--- src/hdl/accq_pkg.sv ---
// ----------------------------------------------------------------------------
// accq_pkg
// Shared types, codes and helpers for the alarm consecutive-count qualifier.
// ----------------------------------------------------------------------------
package accq_pkg;

  // Field widths
  localparam int IDX_W   = 6;
  localparam int RUN_W   = 8;
  localparam int CNT_W   = 16;
  localparam int EVENT_W = 2;

  // Default number of alarms held in the state memory
  localparam int DEFAULT_ALARM_COUNT = 64;

  // Event codes
  localparam logic [EVENT_W-1:0] EV_NONE    = 2'd0;
  localparam logic [EVENT_W-1:0] EV_RAISED  = 2'd1;
  localparam logic [EVENT_W-1:0] EV_CLEARED = 2'd2;

  // One incoming sample transaction
  typedef struct packed {
    logic [IDX_W-1:0] alarm_index;
    logic             raw_active;
    logic [RUN_W-1:0] raise_needed;
    logic [RUN_W-1:0] clear_needed;
    logic             never_clears;
    logic             skip_check;
  } sample_t;

  // One result transaction
  typedef struct packed {
    logic [IDX_W-1:0]   alarm_id_out;
    logic [EVENT_W-1:0] event_res;
    logic               qualified_active;
    logic [CNT_W-1:0]   raised_total;
    logic [CNT_W-1:0]   cleared_total;
    logic [CNT_W-1:0]   active_samples;
    logic [CNT_W-1:0]   inactive_samples;
  } result_t;

  // Per-alarm state word held in memory
  typedef struct packed {
    logic             qualified;
    logic [RUN_W-1:0] raise_run;
    logic [RUN_W-1:0] clear_run;
    logic [CNT_W-1:0] raise_total;
    logic [CNT_W-1:0] clear_total;
    logic [CNT_W-1:0] active_cnt;
    logic [CNT_W-1:0] inactive_cnt;
  } entry_t;

  // Controller states
  typedef enum logic [1:0] {
    ST_CLEAR,
    ST_IDLE,
    ST_CALC
  } ctl_state_t;

  // Controller to datapath commands
  typedef struct packed {
    logic clear_wr;   // write zero entry at the sweep address
    logic load;       // capture sample and start memory read
    logic commit;     // write back updated entry and load result
  } ctl_cmd_t;

  // Datapath to controller status
  typedef struct packed {
    logic clear_last; // sweep address is the final entry
    logic out_free;   // result register can take a new result
  } ctl_sts_t;

  // Saturating increments
  function automatic logic [RUN_W-1:0] inc_run(input logic [RUN_W-1:0] v);
    inc_run = (v == {RUN_W{1'b1}}) ? v : v + 1'b1;
  endfunction

  function automatic logic [CNT_W-1:0] inc_cnt(input logic [CNT_W-1:0] v);
    inc_cnt = (v == {CNT_W{1'b1}}) ? v : v + 1'b1;
  endfunction

endpackage

--- src/hdl/accq_ctrl.sv ---
// ----------------------------------------------------------------------------
// accq_ctrl
// Controller: clearing sweep after reset, sample capture and write-back.
// ----------------------------------------------------------------------------
module accq_ctrl (
  input  logic              clk,
  input  logic              rst,
  input  logic              sample_valid,
  output logic              sample_stall,
  input  accq_pkg::ctl_sts_t sts,
  output accq_pkg::ctl_cmd_t cmd
);
  import accq_pkg::*;

  ctl_state_t state, state_next;

  // State register
  always_ff @(posedge clk) begin
    if (rst) begin
      state <= ST_CLEAR;
    end else begin
      state <= state_next;
    end
  end

  // Next state and commands
  always_comb begin
    state_next   = state;
    cmd          = '0;
    sample_stall = 1'b1;
    unique case (state)
      ST_CLEAR: begin
        cmd.clear_wr = 1'b1;
        if (sts.clear_last) begin
          state_next = ST_IDLE;
        end
      end
      ST_IDLE: begin
        sample_stall = 1'b0;
        if (sample_valid) begin
          cmd.load   = 1'b1;
          state_next = ST_CALC;
        end
      end
      ST_CALC: begin
        if (sts.out_free) begin
          cmd.commit = 1'b1;
          state_next = ST_IDLE;
        end
      end
      default: begin
        state_next = ST_CLEAR;
      end
    endcase
  end

  // No sample taken while the memory is being cleared or an update is open
  a_no_accept_busy: assert property (@(posedge clk) disable iff (rst)
    (state != ST_IDLE) |-> sample_stall)
    else $error("sample accepted outside idle");

  // A captured sample is always followed by the update cycle
  a_load_then_calc: assert property (@(posedge clk) disable iff (rst)
    cmd.load |=> (state == ST_CALC))
    else $error("load not followed by update");

endmodule

--- config.mk ---
export PLATFORM = sky130hd
export DESIGN_NAME = accq_ctrl
export DESIGN_NICKNAME = d
export VERILOG_FILES = /design/src/hdl/accq_pkg.sv /design/src/hdl/accq_ctrl.sv
export SDC_FILE = /design/constraint.sdc
export NUM_CORES = 1
export LEC_CHECK = 0
export BUFFER_PORTS_ARGS = -buffer_cell sky130_fd_sc_hd__buf_2
export CORE_AREA = 2 2 39 41
export CTS_CLUSTER_SIZE = 10
export DETAILED_ROUTE_END_ITERATION = 7
export DIE_AREA = 0 0 41 43
export PLACE_DENSITY = 0.3
export REMOVE_ABC_BUFFERS = 1
export SYNTH_ARGS = -nofsm -noshare
export SYNTH_HDL_FRONTEND = slang
export SYNTH_SLANG_ARGS = --single-unit
--- constraint.sdc ---
create_clock -name clk -period 0.95 [get_ports clk]
set_input_delay 0.0475 -clock clk [delete_from_list [all_inputs] [get_ports clk]]
set_output_delay 0.0475 -clock clk [all_outputs]
set_load 0.02 [all_outputs]
==> impl_metrics.env <==
export IMPL_outcome="finished with violations"
export IMPL_violations="negative setup slack"
export IMPL_antenna_found_initial=0
export IMPL_ctsLongestPathBuffers=2
export IMPL_grt_ovfl_total=0
export IMPL_crit_path_start_kind="flop"
export IMPL_power_density_nw_per_um2=1460
export IMPL_syn_inst=13
export IMPL_place_ws_ns=0.0548
export IMPL_grt_setup_unrepaired="yes"
export IMPL_tns_ns=-0.0301
export IMPL_critPathArrivalTime_ns=0.93
export IMPL_core_area_um2=1380
export IMPL_h_tree_depth=1
export IMPL_synth_top_area_cell="dfxtp_1"
export IMPL_worstPathRequired_ns=0.90
export IMPL_met1_length_um=164
export IMPL_yosysUniqueCellTypes=10
export IMPL_syn_cell_area_um2=116
export IMPL_grt_usage_pct=5.61
export IMPL_ys_seq_area_share_pct=34.4
export IMPL_die_h_um=43
export IMPL_gp_congestion=0.554
export IMPL_fin_worst_skew_ns=0.00136
export IMPL_finalWorstSetupSlack_ns=-0.0301
export IMPL_finalNonFillerCells=43
export IMPL_syn_avg_cell_area_um2=8.95
export IMPL_whs_path_depth=3
export IMPL_portBuffers=8
export IMPL_io_pins=9
export IMPL_ant_nets=0
export IMPL_place_hpwl_um=246
export IMPL_reg2reg_depth=3
export IMPL_wire_per_inst_um=8.12
export IMPL_multi_input_area_um2=82.6
export IMPL_cts_clk_slew_worst_paths_ns=0.03
export IMPL_final_layout_size_suffix_gt1_share_pct=66.7
export IMPL_die_area_um2=1760
export IMPL_cp_slowest_cell="dfxtp_4"
export IMPL_worstPathCellList="and3b_1 > buf_6"
export IMPL_post_route_min_period_ns=0.980
export IMPL_synthTopCellsByArea="dfxtp_1 (34%), a311oi_2 (13%), nand2b_1 (11%), o21ba_1 (8.6%), and3b_1 (7.5%)"
export IMPL_n_fill_cell=162
export IMPL_diodes=0
export IMPL_syn2layout_area_growth_pct=118
export IMPL_vias_per_cell=3.26
export IMPL_top_layer="met3"
export IMPL_cts_buffers=3
export IMPL_drtIter0Drc=1
export IMPL_cp_max_fo=6
export IMPL_ctsRootBufferMaster="clkbuf_4"
export IMPL_grt_pass1_vias=132
export IMPL_dr_wl_met2_um=133
export IMPL_largestRegisters="state: 2 flops"
export IMPL_placement_rows=14
export IMPL_dr_pass1_iters=2
export IMPL_drt_wl_total_um=349
export IMPL_setup_worst_path_class="flop to output pin"
export IMPL_fmax_mhz=1020
export IMPL_finalNetCount=34
export IMPL_synth_top_area_share_pct=34.4
export IMPL_worst_slew_pin_slew_ns=0.179
export IMPL_mostFrequentLayoutCells="buf_2 (6), clkbuf_4 (3)"
export IMPL_slew_violations=0
export IMPL_via_count=140
export IMPL_slew_headroom_pct=88.1
export IMPL_cts_sinks=2
export IMPL_wl_met3_um=50
export IMPL_final_seq_area_um2=47.5
export IMPL_ys_seq_elements=2
export IMPL_ys_warn_count=0
export IMPL_p_leak_nw=0.118
export IMPL_grt_pass1_wl_um=558
export IMPL_die_width_um=41
export IMPL_hold_viol=0
export IMPL_largest_register="state"
export IMPL_crit_path_max_incr_delay_ns=0.35
export IMPL_cts_tree="yes"
export IMPL_post_place_cells=37
export IMPL_grt_max_degree=8
export IMPL_p_total_uw=370
export IMPL_hold_path_class="primary input to flop"
export IMPL_peakVddDrop_v=0.000454
export IMPL_drc=0
export IMPL_largest_register_ffs=2
export IMPL_start_util_pct=8.41
export IMPL_drv_cap=0
export IMPL_insertion_delay_ns=0.22
export IMPL_fin_crit_sh_pct=103
export IMPL_setup_viol=1
export IMPL_layout_commonest_cell="buf_2"
export IMPL_crit_path_end_kind="output pin"
[report_power, final]
group	leakage [nW]	switching, mW	internal, mW
clock	0.0138	0.0448	0.139
combinational	0.0861	0.0402	0.0439
sequential	0.0178	0.0114	0.0906
total	0.118	0.0965	0.274
[area by class of cell]
class	count	share of cell area, %
inverters	1	1.48
well taps	16	7.88
clock buffers	3	8.87
multi-input cells	10	32.5
repair buffers	11	30.5
flip-flops and latches	2	18.7
[repair_timing]
| action | 4_1_cts | 5_1_grt |
|---|---|---|
| resized for setup | 8 | 3 |
| endpoints found under the hold margin | 1 | 0 |
| hold buffers | 1 | 0 |
| setup buffers | 2 | 0 |
| pin swaps | 3 | 1 |
| setup endpoints to repair | 3 | 3 |
[through the flow]
step                instance area, um^2  hold WS (ns)  util (%)
floorplan                           116         0.115         -
global placement                    176         0.235      12.7
detailed placement                  176         0.231      12.7
CTS                                 243         0.104      17.5
global route                        254         0.110      18.4
finish                              254         0.115      18.4
[critical path, delay by kind of cell, from the launching register on]
family	cells	cell delay [ns]
AND/OR/NAND/NOR	1	0.24
flip-flops	1	0.35
buffers and inverters	1	0.12
[layer usage]
metal	vias to the layer above	GRT usage, %
met1	58	5.75
li1	73	-
met4	0	6.00
met3	0	6.28
met2	9	5.31
met5	-	0
[kinds of logic (layout without fill, tap and decap cells)]
family | Yosys count | after routing | synth area share, %
and+or+nand+nor | 7 | 7 | 34.4
buffers and inverters | 1 | 15 | 3.22
AOI/OAI and AO/OA | 3 | 3 | 28.0
DFF | 2 | 2 | 34.4
[cell usage after synthesis (all sizes together)]
| library cell | count |
|---|---|
| and3b | 1 |
| a311oi | 1 |
| nand2 | 1 |
| nor3b | 1 |
| inv | 1 |
| dfxtp | 2 |
| nor2 | 2 |
| nand2b | 2 |
| o21ba | 1 |
| o21a | 1 |
[path summary, 6_finish.rpt]
path / startpoint / end / slack, ns
hold reg to reg: state[0] / state[0] / 0.55
setup / recovery: state[1] / cmd[1] / -0.03
hold / removal: sample_valid / state[0] / 0.11
setup reg to reg: state[1] / state[1] / 0
No activity file was read; power rests on OpenSTA's default activity.
